### src/hw/rtl/iitg_pkg.sv
// Shared types and constants of the instance interval trace gate.
// Used by iitg_ctrl, iitg_datapath and instance_interval_trace_gate; no dependencies.
package iitg_pkg;

   localparam int CMD_W   = 2;
   localparam int SLOT_W  = 4;
   localparam int INST_W  = 32;
   localparam int CSR_W   = 5;
   localparam int CSR_IDX_W = 1;

   typedef enum logic [CMD_W-1:0] {
      CMD_ENTER = 2'd0,
      CMD_EXIT  = 2'd1,
      CMD_WRITE = 2'd2
   } cmd_type;

   typedef enum logic [CSR_IDX_W-1:0] {
      REG_REGION_SELECTED = 1'd0,
      REG_INTERVAL_COUNT  = 1'd1
   } csr_reg_type;

   typedef enum logic [1:0] {
      ST_IDLE,
      ST_EXEC,
      ST_CHECK,
      ST_LOAD
   } state_type;

   typedef struct packed {
      logic capture;
      logic execute;
      logic advance;
      logic load;
      logic retire;
   } ctrl_cmd_type;

   typedef struct packed {
      logic rsp_free;
      logic final_exit;
      logic past_last;
      logic can_advance;
   } ctrl_status_type;

endpackage

### src/hw/rtl/iitg_ctrl.sv
// Sequencing state machine of the instance interval trace gate.
// Depends on iitg_pkg; drives the command struct of iitg_datapath.
module iitg_ctrl (
   input  logic                      clock,
   input  logic                      reset,
   input  logic                      req_valid,
   output logic                      req_stall,
   input  iitg_pkg::ctrl_status_type status,
   output iitg_pkg::ctrl_cmd_type    ctrl
);

   iitg_pkg::state_type state_ff;
   iitg_pkg::state_type state_in;

   always_ff @(posedge clock) begin
      if (reset) begin
         state_ff <= iitg_pkg::ST_IDLE;
      end else begin
         state_ff <= state_in;
      end
   end

   always_comb begin
      state_in = state_ff;
      unique case (state_ff)
         iitg_pkg::ST_IDLE: begin
            if (req_valid && status.rsp_free) state_in = iitg_pkg::ST_EXEC;
         end
         iitg_pkg::ST_EXEC: begin
            state_in = status.final_exit ? iitg_pkg::ST_CHECK : iitg_pkg::ST_IDLE;
         end
         iitg_pkg::ST_CHECK: begin
            if (status.past_last && status.can_advance) state_in = iitg_pkg::ST_LOAD;
            else state_in = iitg_pkg::ST_IDLE;
         end
         iitg_pkg::ST_LOAD: begin
            state_in = iitg_pkg::ST_CHECK;
         end
         default: begin
            state_in = iitg_pkg::ST_IDLE;
         end
      endcase
   end

   always_comb begin
      req_stall    = 1'b1;
      ctrl         = '0;
      unique case (state_ff)
         iitg_pkg::ST_IDLE: begin
            req_stall    = !status.rsp_free;
            ctrl.capture = req_valid && status.rsp_free;
         end
         iitg_pkg::ST_EXEC: begin
            ctrl.execute = 1'b1;
         end
         iitg_pkg::ST_CHECK: begin
            ctrl.advance = status.past_last && status.can_advance;
            ctrl.retire  = status.past_last && !status.can_advance;
         end
         iitg_pkg::ST_LOAD: begin
            ctrl.load = 1'b1;
         end
         default: begin
            req_stall = 1'b1;
         end
      endcase
   end

   // table loads only follow a check
   assert property (@(posedge clock) disable iff (reset)
      state_ff == iitg_pkg::ST_LOAD |-> $past(state_ff) == iitg_pkg::ST_CHECK)
      else $error("load without preceding check");

   // the walk starts only from an executed exit or a load
   assert property (@(posedge clock) disable iff (reset)
      state_ff == iitg_pkg::ST_CHECK |->
         ($past(state_ff) == iitg_pkg::ST_EXEC || $past(state_ff) == iitg_pkg::ST_LOAD))
      else $error("check entered from wrong state");

   // request beats are held off outside the idle state
   assert property (@(posedge clock) disable iff (reset)
      state_ff != iitg_pkg::ST_IDLE |-> req_stall)
      else $error("request beat taken while busy");

endmodule

### src/hw/rtl/iitg_datapath.sv
// Datapath of the instance interval trace gate: counters, interval table, result register.
// Depends on iitg_pkg; commanded by iitg_ctrl.
module iitg_datapath #(
   parameter int MAX_INTERVALS = 16,
   parameter int COUNT_WIDTH   = 32
) (
   input  logic                               clock,
   input  logic                               reset,
   input  logic                               csr_write_enable,
   input  logic [iitg_pkg::CSR_IDX_W-1:0]     csr_index,
   input  logic [iitg_pkg::CSR_W-1:0]         csr_write_data,
   input  logic [iitg_pkg::CMD_W-1:0]         req_cmd,
   input  logic                               req_recording_on,
   input  logic                               req_enable_granted,
   input  logic [iitg_pkg::SLOT_W-1:0]        req_slot,
   input  logic [iitg_pkg::INST_W-1:0]        req_first_instance,
   input  logic [iitg_pkg::INST_W-1:0]        req_last_instance,
   output logic                               rsp_valid,
   input  logic                               rsp_stall,
   output logic                               rsp_answer,
   output logic                               rsp_enable_request,
   output logic                               rsp_disable_request,
   input  iitg_pkg::ctrl_cmd_type             ctrl,
   output iitg_pkg::ctrl_status_type          status
);

   localparam int IDX_W = (MAX_INTERVALS > 1) ? $clog2(MAX_INTERVALS) : 1;
   localparam int NW    = IDX_W + 1;
   localparam int XW    = (COUNT_WIDTH > iitg_pkg::INST_W) ? COUNT_WIDTH : iitg_pkg::INST_W;
   localparam int IW    = iitg_pkg::INST_W;

   // configuration
   logic                             region_selected_ff, region_selected_in;
   logic [iitg_pkg::CSR_W-1:0]       interval_count_ff, interval_count_in;

   // captured item
   iitg_pkg::cmd_type                cmd_ff;
   logic                             rec_ff;
   logic                             granted_ff;
   logic [iitg_pkg::SLOT_W-1:0]      slot_ff;
   logic [IW-1:0]                    first_ff;
   logic [IW-1:0]                    last_ff;

   // gate state
   logic [COUNT_WIDTH-1:0]           enter_count_ff, enter_count_in;
   logic [COUNT_WIDTH-1:0]           depth_ff, depth_in;
   logic                             owns_ff, owns_in;
   logic [IDX_W-1:0]                 index_ff, index_in;
   logic [IW-1:0]                    cur_first_ff, cur_first_in;
   logic [IW-1:0]                    cur_last_ff, cur_last_in;
   logic                             live_ff, live_in;

   // result register
   logic                             rsp_valid_ff, rsp_valid_in;
   logic                             answer_ff, answer_in;
   logic                             en_ff, en_in;
   logic                             dis_ff, dis_in;

   // interval table
   logic [2*IW-1:0]                  table_mem [MAX_INTERVALS];
   logic [2*IW-1:0]                  rd_data_ff;
   logic [IDX_W-1:0]                 rd_addr;
   logic [IDX_W-1:0]                 slot_idx;
   logic                             slot_ok;
   logic                             slot_is_current;
   logic [NW-1:0]                    used_n;
   logic                             in_interval;
   logic                             table_write;

   always_comb begin
      if (interval_count_ff == '0) used_n = NW'(1);
      else if (32'(interval_count_ff) > MAX_INTERVALS) used_n = NW'(MAX_INTERVALS);
      else used_n = NW'(interval_count_ff);
   end

   assign slot_ok         = 32'(slot_ff) < MAX_INTERVALS;
   assign slot_idx        = IDX_W'(slot_ff);
   assign slot_is_current = 32'(slot_ff) == 32'(index_ff);
   assign in_interval     = (XW'(enter_count_ff) >= XW'(cur_first_ff))
                         && (XW'(enter_count_ff) <= XW'(cur_last_ff));
   assign table_write     = ctrl.execute && (cmd_ff == iitg_pkg::CMD_WRITE) && slot_ok;

   assign status.rsp_free    = !rsp_valid_ff || !rsp_stall;
   assign status.final_exit  = (cmd_ff == iitg_pkg::CMD_EXIT) && owns_ff
                            && !(depth_ff > COUNT_WIDTH'(1));
   assign status.past_last   = XW'(cur_last_ff) < XW'(enter_count_ff);
   assign status.can_advance = (NW'(index_ff) + NW'(1)) < used_n;

   assign rd_addr = status.can_advance ? index_ff + IDX_W'(1) : index_ff;

   always_ff @(posedge clock) begin
      if (table_write) table_mem[slot_idx] <= {last_ff, first_ff};
      rd_data_ff <= table_mem[rd_addr];
   end

   always_ff @(posedge clock) begin
      if (ctrl.capture) begin
         cmd_ff     <= iitg_pkg::cmd_type'(req_cmd);
         rec_ff     <= req_recording_on;
         granted_ff <= req_enable_granted;
         slot_ff    <= req_slot;
         first_ff   <= req_first_instance;
         last_ff    <= req_last_instance;
      end
   end

   always_comb begin
      region_selected_in = region_selected_ff;
      interval_count_in  = interval_count_ff;
      if (csr_write_enable) begin
         unique case (iitg_pkg::csr_reg_type'(csr_index))
            iitg_pkg::REG_REGION_SELECTED: region_selected_in = csr_write_data[0];
            iitg_pkg::REG_INTERVAL_COUNT:  interval_count_in  = csr_write_data;
            default: ;
         endcase
      end
   end

   always_comb begin
      enter_count_in = enter_count_ff;
      depth_in       = depth_ff;
      owns_in        = owns_ff;
      index_in       = index_ff;
      cur_first_in   = cur_first_ff;
      cur_last_in    = cur_last_ff;
      live_in        = live_ff;
      rsp_valid_in   = rsp_valid_ff;
      answer_in      = answer_ff;
      en_in          = en_ff;
      dis_in         = dis_ff;

      if (rsp_valid_ff && !rsp_stall) rsp_valid_in = 1'b0;

      if (ctrl.execute) begin
         rsp_valid_in = 1'b1;
         answer_in    = 1'b0;
         en_in        = 1'b0;
         dis_in       = 1'b0;
         case (cmd_ff)
            iitg_pkg::CMD_ENTER: begin
               if (!(region_selected_ff && live_ff)) begin
                  answer_in = rec_ff;
               end else if (owns_ff) begin
                  enter_count_in = enter_count_ff + COUNT_WIDTH'(1);
                  depth_in       = depth_ff + COUNT_WIDTH'(1);
                  answer_in      = 1'b1;
               end else if (rec_ff) begin
                  enter_count_in = enter_count_ff + COUNT_WIDTH'(1);
                  answer_in      = 1'b1;
               end else if (in_interval) begin
                  en_in = 1'b1;
                  if (granted_ff) begin
                     enter_count_in = enter_count_ff + COUNT_WIDTH'(1);
                     depth_in       = COUNT_WIDTH'(1);
                     owns_in        = 1'b1;
                     answer_in      = 1'b1;
                  end
               end else begin
                  enter_count_in = enter_count_ff + COUNT_WIDTH'(1);
               end
            end
            iitg_pkg::CMD_EXIT: begin
               if (owns_ff) begin
                  answer_in = 1'b1;
                  if (depth_ff > COUNT_WIDTH'(1)) begin
                     depth_in = depth_ff - COUNT_WIDTH'(1);
                  end else begin
                     depth_in = '0;
                     dis_in   = 1'b1;
                     owns_in  = 1'b0;
                  end
               end else begin
                  answer_in = rec_ff;
               end
            end
            iitg_pkg::CMD_WRITE: begin
               if (slot_ok && slot_is_current) begin
                  cur_first_in = first_ff;
                  cur_last_in  = last_ff;
               end
            end
            default: ;
         endcase
      end

      if (ctrl.advance) index_in = index_ff + IDX_W'(1);
      if (ctrl.load) begin
         cur_first_in = rd_data_ff[IW-1:0];
         cur_last_in  = rd_data_ff[2*IW-1:IW];
      end
      if (ctrl.retire) live_in = 1'b0;
   end

   always_ff @(posedge clock) begin
      if (reset) begin
         region_selected_ff <= 1'b0;
         interval_count_ff  <= iitg_pkg::CSR_W'(1);
         enter_count_ff     <= '0;
         depth_ff           <= '0;
         owns_ff            <= 1'b0;
         index_ff           <= '0;
         cur_first_ff       <= '0;
         cur_last_ff        <= '0;
         live_ff            <= 1'b1;
         rsp_valid_ff       <= 1'b0;
      end else begin
         region_selected_ff <= region_selected_in;
         interval_count_ff  <= interval_count_in;
         enter_count_ff     <= enter_count_in;
         depth_ff           <= depth_in;
         owns_ff            <= owns_in;
         index_ff           <= index_in;
         cur_first_ff       <= cur_first_in;
         cur_last_ff        <= cur_last_in;
         live_ff            <= live_in;
         rsp_valid_ff       <= rsp_valid_in;
      end
   end

   always_ff @(posedge clock) begin
      answer_ff <= answer_in;
      en_ff     <= en_in;
      dis_ff    <= dis_in;
   end

   assign rsp_valid           = rsp_valid_ff;
   assign rsp_answer          = answer_ff;
   assign rsp_enable_request  = en_ff;
   assign rsp_disable_request = dis_ff;

   // an exhausted selection never comes back
   assert property (@(posedge clock) disable iff (reset)
      !live_ff |=> !live_ff)
      else $error("selection revived");

   // ownership is only taken with a live selection and dropped before it dies
   assert property (@(posedge clock) disable iff (reset)
      owns_ff |-> live_ff)
      else $error("owning recording without live selection");

   // an item only executes into an empty result register
   assert property (@(posedge clock) disable iff (reset)
      ctrl.execute |-> !rsp_valid_ff)
      else $error("result register overwritten");

endmodule

### src/hw/rtl/instance_interval_trace_gate.sv
// Instance interval trace gate: decides per enter/exit beat whether a region is recorded,
// selecting enter instances by a loaded table of intervals first..last.
// A request beat is taken one cycle and executed the next, where enters, writes and inner
// exits end. An exit that releases recording then walks the interval table, alternating a
// check and a load per skipped interval, through the single read port of the table memory,
// and skips at most MAX_INTERVALS-1 intervals. The result sits in a single output register;
// while it waits the next request beat is held off, and it is taken at the earliest in the
// cycle that the waiting result is taken.
// Configuration writes take effect at the next clock edge; no clearing pass after reset.
module instance_interval_trace_gate #(
   parameter int MAX_INTERVALS = 16,
   parameter int COUNT_WIDTH   = 32
) (
   input  logic                               clock,
   input  logic                               reset,
   input  logic                               csr_write_enable,
   input  logic [iitg_pkg::CSR_IDX_W-1:0]     csr_index,
   input  logic [iitg_pkg::CSR_W-1:0]         csr_write_data,
   input  logic                               req_valid,
   output logic                               req_stall,
   input  logic [iitg_pkg::CMD_W-1:0]         req_cmd,
   input  logic                               req_recording_on,
   input  logic                               req_enable_granted,
   input  logic [iitg_pkg::SLOT_W-1:0]        req_slot,
   input  logic [iitg_pkg::INST_W-1:0]        req_first_instance,
   input  logic [iitg_pkg::INST_W-1:0]        req_last_instance,
   output logic                               rsp_valid,
   input  logic                               rsp_stall,
   output logic                               rsp_answer,
   output logic                               rsp_enable_request,
   output logic                               rsp_disable_request
);

   iitg_pkg::ctrl_cmd_type    ctrl;
   iitg_pkg::ctrl_status_type status;

   iitg_ctrl u_ctrl (
      .clock     (clock),
      .reset     (reset),
      .req_valid (req_valid),
      .req_stall (req_stall),
      .status    (status),
      .ctrl      (ctrl)
   );

   iitg_datapath #(
      .MAX_INTERVALS (MAX_INTERVALS),
      .COUNT_WIDTH   (COUNT_WIDTH)
   ) u_datapath (
      .clock               (clock),
      .reset               (reset),
      .csr_write_enable    (csr_write_enable),
      .csr_index           (csr_index),
      .csr_write_data      (csr_write_data),
      .req_cmd             (req_cmd),
      .req_recording_on    (req_recording_on),
      .req_enable_granted  (req_enable_granted),
      .req_slot            (req_slot),
      .req_first_instance  (req_first_instance),
      .req_last_instance   (req_last_instance),
      .rsp_valid           (rsp_valid),
      .rsp_stall           (rsp_stall),
      .rsp_answer          (rsp_answer),
      .rsp_enable_request  (rsp_enable_request),
      .rsp_disable_request (rsp_disable_request),
      .ctrl                (ctrl),
      .status              (status)
   );

endmodule
### config.mk
export PLATFORM = sky130hd
export DESIGN_NAME = instance_interval_trace_gate
export DESIGN_NICKNAME = d
export VERILOG_FILES = /design/src/hw/rtl/iitg_pkg.sv /design/src/hw/rtl/iitg_ctrl.sv /design/src/hw/rtl/iitg_datapath.sv /design/src/hw/rtl/instance_interval_trace_gate.sv
export SDC_FILE = /design/constraint.sdc
export NUM_CORES = 2
export LEC_CHECK = 0
export BUFFER_PORTS_ARGS = -buffer_cell sky130_fd_sc_hd__clkbuf_2
export CAP_MARGIN = 20
export CORE_ASPECT_RATIO = 2
export CORE_UTILIZATION = 55
export CTS_CLUSTER_DIAMETER = 60
export CTS_CLUSTER_SIZE = 30
export DETAILED_ROUTE_END_ITERATION = 7
export GPL_ROUTABILITY_DRIVEN = 0
export PLACE_DENSITY = 0.71
export SYNTH_ARGS = -nofsm -noshare
export SYNTH_HDL_FRONTEND = slang
export SYNTH_SLANG_ARGS = --single-unit
### constraint.sdc
create_clock -name clock -period 7.3 [get_ports clock]
set_input_delay 0.365 -clock clock [delete_from_list [all_inputs] [get_ports clock]]
set_output_delay 0.365 -clock clock [all_outputs]
set_load 0.01 [all_outputs]
# Yosys cells after proc, flatten, opt, wreduce, memory -nomap -nowiden
# Memory sizes are Yosys's and may differ from the RTL's. A register that Yosys moved wholly into a read port is not among the register bits.
# Index checks and enable logic that the tools add are counted.
# word_totals
regBits	218
mem_bits_rw	1024
out_inout_bits	5
mem_count	1
# memory_table
name	words	word_bits	read_ports	rd_clocked_by_memory_dff	write_ports	line_no	source
u_datapath.table_mem	16	64	1	1	1	iitg_datapath.sv:60	logic [2*IW-1:0] table_mem [MAX_INTERVALS];
# op_classes
n_addsub	5
magnitude_cmp	6
n_eq_ne	13
n_mux	52
bitwise_logic	3
reduce_logical	31
# ops
cell	n
32-bit 2-to-1 mux	19
32-bit by 1-bit adder with 32-bit output (second input constant)	2
32-bit one-hot mux with 2 select lines	1
32-bit greater-or-equal comparator	1
32-bit by 1-bit greater-than comparator with 1-bit output (second input constant)	1
32-bit less-or-equal comparator	1
32-bit < comparator	1
32-bit by 1-bit subtractor with 32-bit output (second input constant)	1
1-bit 2-to-1 mux	23
5-bit 2-to-1 mux	2
2-bit nonzero test	5
1-bit logical AND	9
2-bit one-hot mux with 4 select lines	1
7-bit AND reduction	1
2-bit equality test (second input constant)	3
2-bit 2-to-1 mux	3
2-bit by 1-bit != test with 1-bit output (second input constant)	3
3-bit by 1-bit != test with 1-bit output (second input constant)	2
2-bit AND reduction	3
3-bit AND reduction	2
4-bit by 1-bit adder with 5-bit output (second input constant)	1
5-bit greater-than comparator (second input constant)	1
1-bit logical NOT	5
5-bit logical NOT	1
other kinds (13)	18

# Longest topological paths before layout
# depth
ltp_word	7
ltp_mapped	16
mapped_depth_nobuf	12

# Modules after synthesis
# From an unflattened synthesis, not the netlist that was laid out.
# unflattened
hier_cells	4413
hier_area_um2	55140.4
# modules_own_cells
mod	n_inst	cells_each	area_each_um2
iitg_datapath	1	4398	55021.5
iitg_ctrl	1	15	118.9

# Least setup slack after synthesis
# Ideal clock, no wire load.
# synth_path
kind	register -> register
start	register u_ctrl.state_ff[1]
end	memory u_datapath.table_mem[0][0] in the netlist's numbering (enable)
setup_ns	0.565
arrival_ns	5.555
slack_ns	1.181
path_stages_with_launch	7
n_path_buf	1
period_less_slack_ns	6.119
cell_sequence	dfxtp_1 > clkbuf_1 > nand2b_1 > inv_1 > nand2_1 > or3_1 > nor3_1
# synth_lines
element	line_no	source
start: declaration	iitg_ctrl.sv:12	iitg_pkg::state_type state_ff;
start signal: assignment	iitg_ctrl.sv:17	state_ff <= iitg_pkg::ST_IDLE;
start signal: assignment	iitg_ctrl.sv:19	state_ff <= state_in;
end: declaration	iitg_datapath.sv:60	

# Final worst setup path
# layout_path
start	register u_datapath.index_ff[1]
end	register u_datapath.rd_data_ff[20] (read register of u_datapath.table_mem)
# layout_between
elab_chain_len	3
elab_cells_between_ends	4
classes_between	add/sub: 2; order compare: 1; mux: 1
# layout_lines
element	line_no	source
start: declaration	iitg_datapath.sv:48	logic [IDX_W-1:0] index_ff, index_in;
start signal: assignment	iitg_datapath.sv:212	index_ff <= index_in;
4-bit by 1-bit adder with 5-bit output	iitg_datapath.sv:87	assign status.can_advance = (NW'(index_ff) + NW'(1)) < used_n;
5-bit < comparator	iitg_datapath.sv:87	
4-bit 2-to-1 mux *	iitg_datapath.sv:89	assign rd_addr = status.can_advance ? index_ff + IDX_W'(1) : index_ff;
end: declaration	iitg_datapath.sv:61	logic [2*IW-1:0] rd_data_ff;
# Every way passes the cells marked *; elsewhere a longest branch is shown, timed or not.
# A chain may end at the register's enable or synchronous reset.

==> metrics.md <==
| Metric | Value |
|---|---|
| Status | `completed` |
| Port buffer count | `just under 90` |
| CP Cell Sequence | `and2_1, nand2_1, xnor2_1, ha_1, a21o_1, a21o_1, a21o_4, o32ai_1, a22o_2, buf_4, and2_2, nand3_1, and3_1` |
| RR Endpoint | `u_datapath.rd_data_ff[20]` |
| Worst setup SP type | `register` |
| Setup-failing EPs final | `0` |
| Post-route clock skew | `around 0.027 ns` |
| DRC viols | `0` |
| Tmin final | `about 5.5 ns` |
| Seq/Total Area, Yosys | `61.1%` |
| R2r setup slk | `~1.8 ns` |
| Die Y | `approximately 470 um` |
| Drt initial violations | `3264` |
| Post_cts resized | `0` |
| Initial Utilization | `approximately 55%` |
| Largest cells by area after synthesis | `edfxtp_1 (54%), mux2i_1 (15%), mux4_2 (8.3%)` |
| Filler cells | `8302` |
| CP endpoint kind | `register` |
| Final hold slack | `roughly 0.11 ns` |
| Max VDD drop | `roughly 0.17 mV` |
| Hold Path Depth | `2` |
| Hold EP | `u_datapath.index_ff[3]` |
| Initial antenna violation count | `1` |
| TritonCTS clock tree | `done` |
| Die W | `approximately 240 um` |
| Layout area overhead | `7.70%` |
| Crit path largest cell delay | `between 1 and 1.5 ns` |
| Top FF cell, synth | `edfxtp_1` |
| Clk sinks | `1306` |
| Area share of the largest cell type after synthesis | `a little over half` |
| Async set-or-reset flop fraction in the synthesized netlist | `0%` |
| Global route total overflow | `0` |
| Leakage | `between 15 and 20 nW` |
| Period utilization | `75.8%` |
| Core area | `~110000 um2` |
| Flop and latch count out of synthesis | `about 1300` |
| Via count | `around 37000` |
| Post-CTS Hold Fix Bufs | `84` |
| Worst Tran Pin Value | `around 1.1 ns` |
| FP Rows | `about 170` |
| RSZ-0062 raised after global routing | `false` |
| H-Tree Depth | `2` |
| Max clock buf depth | `3` |
| Detailed-route vias per instance | `approximately 6.6` |
| Overall routed net length | `around 150000 um` |
| Post-CTS Setup Repair Bufs | `0` |
| Io pins | `between 80 and 90` |
| Die Area | `roughly 110000 um2` |
| Distinct cells, synth | `69` |
| First-pass GRT wire length | `~230000 um` |
| Slowest stage cell, crit path | `and2_2` |
| Mapped Area | `60800 um2` |
| Routed len/inst | `27.4 um` |
| Synth area leader | `edfxtp_1` |
| Largest fanout on the critical path | `44` |
| Synthesized area per cell | `about 15 um2` |
| CP bufs+invs | `1` |
| Max Cap Violations | `0` |
| Post-Synthesis Net Count | `around 4300` |
| Crit path kind | `register to register` |
| CP arrival | `~6 ns` |
| Detailed Routing Iterations Pass 1 | `7` |
| Clk slew on worst S/H paths | `about 0.12 ns` |
| Most used cell, CP | `a21o_1` |
| DP HPWL | `~90000 um` |
| Post-synth EDFFs | `approximately 1100` |
| TritonCTS buffer count | `55` |
| Worst min-delay path category | `input port to register` |
| Max-slew violation count | `0` |
| Headroom to the max-slew limit | `about a quarter` |
| Highest Clock Rate | `~180 MHz` |
| Crit path max-delay family | `simple AND/OR/NAND/NOR gates` |
| Pwr Density | `between 150 and 200 nW/um2` |
| Ys Warns | `0` |
| Setup TNS | `0 ns` |
| Latest clock arrival within the worst-skew pair | `0.71 ns` |
| # nets final | `between 4000 and 5000` |
| Root buffer cell | `clkbuf_16` |
| Global-route total usage across every layer | `roughly 28%` |
| Final hold vios | `0` |
| R2r startpoint | `u_datapath.index_ff[1]` |
| Largest net degree at the start of global routing | `around 140` |
| Worst R2R Path Depth | `13` |
| Worst Path Required | `7.90 ns` |
| Synth Instances | `between 4000 and 5000` |
| Layout cells sized above 1 | `12.3%` |
| Vias in the first global route | `37400` |
| Detail Route Antenna Nets | `0` |
| Hold wc startpoint | `reset` |
==> metal layers <==
| layer | wire (um) | share of wire (%) | global-route usage, % | vias up |
|---|---|---|---|---|
| met5 | 0 | 0 | 0 | - |
| met4 | 7620 | 4.9 | 12.6 | 0 |
| met3 | 8490 | 5.5 | 2.70 | 343 |
| met2 | 80800 | 52 | 49.9 | 1219 |
| met1 | 57400 | 37 | 32.9 | 19200 |
| li1 | - | - | - | 16300 |
==> layout make-up <==
type | count | area (um2) | share of cell area, %
inverters | 81 | 312 | 0.476
well taps | 1392 | 1740 | 2.66
multi-input cells | 2498 | 22500 | 34.3
clock inverters | 22 | 240 | 0.367
flip-flops and latches | 1306 | 37200 | 56.7
repair buffers | 246 | 1970 | 3.01
diodes | 1 | 2.50 | 0.00382
clock buffers | 81 | 1600 | 2.44
==> report_power, final <==
part | internal, mW | total, mW | leakage, nW | switching, mW
Clock | 1.62 | 4.00 | 0.909 | 2.38
Combinational | 0.301 | 0.643 | 7.15 | 0.342
Sequential | 8.16 | 8.30 | 11.6 | 0.137
Total | 10.1 | 12.9 | 19.7 | 2.86
==> worst register-to-register path, cell delays in order (launching register included) <==
cell and delay [ns]:
dfxtp_4 0.88, and2_1 0.31, nand2_1 0.15, xnor2_1 0.17
ha_1 0.31, a21o_1 0.16, a21o_1 0.23, a21o_4 0.48
o32ai_1 0.50, a22o_2 0.25, buf_4 0.49, and2_2 1.04
nand3_1 0.19, and3_1 0.26
==> Yosys cell counts (18+ instances only) <==
library cell / number
ha_1: 73
nor2_1: 137
a22oi_1: 36
edfxtp_1: 1099
o21ai_0: 48
clkbuf_1: 243
nand3_1: 166
buf_1: 19
nor3_1: 36
nand4_1: 30
buf_2: 30
and3_1: 70
nand2_1: 329
inv_1: 79
dfxtp_1: 207
or3_1: 20
a21oi_1: 94
mux4_2: 224
a222oi_1: 32
xnor2_1: 18
o31ai_1: 18
mux2i_1: 908
a311oi_1: 70
==> cells in the final DEF, fill, tap and decap left out, types with 9 or more instances in the layout <==
cell type      synthesis  final
nor2_1               137    125
nand2_1              329    328
clkbuf_2               0     86
ha_1                  73     72
dlygate4sd3_1          0     84
a21oi_1               94     93
o21ai_0               48     48
a222oi_1              32     32
inv_1                 79     79
nor4_1                14     14
a21o_1                12     11
nand4_1               30     30
dfxtp_1              207    204
mux4_2               224    224
clkbuf_16              0     60
a211oi_1              16     16
or3_1                 20     20
a311oi_1              70     70
nand2b_1              11     11
a22oi_1               36     36
edfxtp_1            1099   1099
or4_1                 16     16
clkinv_2               0      9
buf_12                 0     10
mux2i_1              908    908
nor2_4                 0     12
o31ai_1               18     17
nor3_1                36     32
nand3_1              166    166
clkbuf_1             243     19
and3_1                70     70
o211ai_1               9      9
xnor2_1               18     16
buf_4                  0     64
==> per-stage QoR <==
stage | setup WS (ns) | cells | utilization (%) | instance area, um2 | power (mW)
3_3_place_gp | 1.94 | 5435 | 57.2 | 62700 | 9.07
2_1_floorplan | 1.18 | 4177 | - | 60800 | 8.85
6_report | 1.77 | 5627 | 59.7 | 65500 | 12.9
5_1_grt | 1.56 | 5627 | 59.7 | 65500 | 13.3
3_5_place_dp | 1.82 | 5437 | 57.2 | 62800 | 9.08
4_1_cts | 1.79 | 5624 | 59.6 | 65500 | 13.0
==> state kept, by name (all words and copies together) (netlist names) <==
signal / flops
u_datapath.rsp_disable_request: 1
u_datapath.index_ff: 4
u_datapath.live_ff: 1
u_datapath.rd_data_ff: 64
u_datapath.last_ff: 32
u_datapath.first_ff: 32
u_datapath.rsp_answer: 1
u_datapath.enter_count_ff: 32
u_datapath.rsp_enable_request: 1
u_datapath.cmd_ff: 2
u_datapath.cur_last_ff: 32
u_datapath.region_selected_ff: 1
u_datapath.owns_ff: 1
u_datapath.interval_count_ff: 5
u_datapath.granted_ff: 1
u_datapath.depth_ff: 32
u_datapath.cur_first_ff: 32
u_datapath.table_mem: 1024
u_ctrl.state_ff: 2
u_datapath.rec_ff: 1
u_datapath.rsp_valid: 1
u_datapath.slot_ff: 4
==> worst max-delay path by stage <==
| stage | start | endpoint | slack, ns | cells after the start |
|---|---|---|---|---|
| after detailed placement | u_datapath.index_ff[1] | u_datapath.rd_data_ff[6] | 1.82 | 13 |
| after CTS | u_datapath.index_ff[1] | u_datapath.rd_data_ff[20] | 1.79 | 13 |
| after global routing | u_datapath.index_ff[1] | u_datapath.rd_data_ff[20] | 1.56 | 13 |
| final | u_datapath.index_ff[1] | u_datapath.rd_data_ff[20] | 1.77 | 13 |
| after floorplan | u_ctrl.state_ff[1] | u_datapath.table_mem[0][0] | 1.18 | 6 |
| after global placement | u_datapath.index_ff[1] | u_datapath.rd_data_ff[38] | 1.94 | 13 |
==> cell families (layout without fill, tap and decap cells) <==
| family | Yosys count | count (layout) | share of synthesized area, % |
|---|---|---|---|
| AO/OA/AOI/OAI | 401 | 401 | 4.75 |
| XOR/XNOR | 22 | 22 | 0.317 |
| adder cells (fa/ha/maj) | 73 | 73 | 1.50 |
| buffers and inverters | 373 | 430 | 2.36 |
| flip-flops | 1306 | 1306 | 61.1 |
| multiplexers | 1135 | 1135 | 23.3 |
| other | 0 | 1 | 0 |
| AND/OR/NAND/NOR | 867 | 867 | 6.66 |
Note: power is estimated with default switching activity, not from simulation.
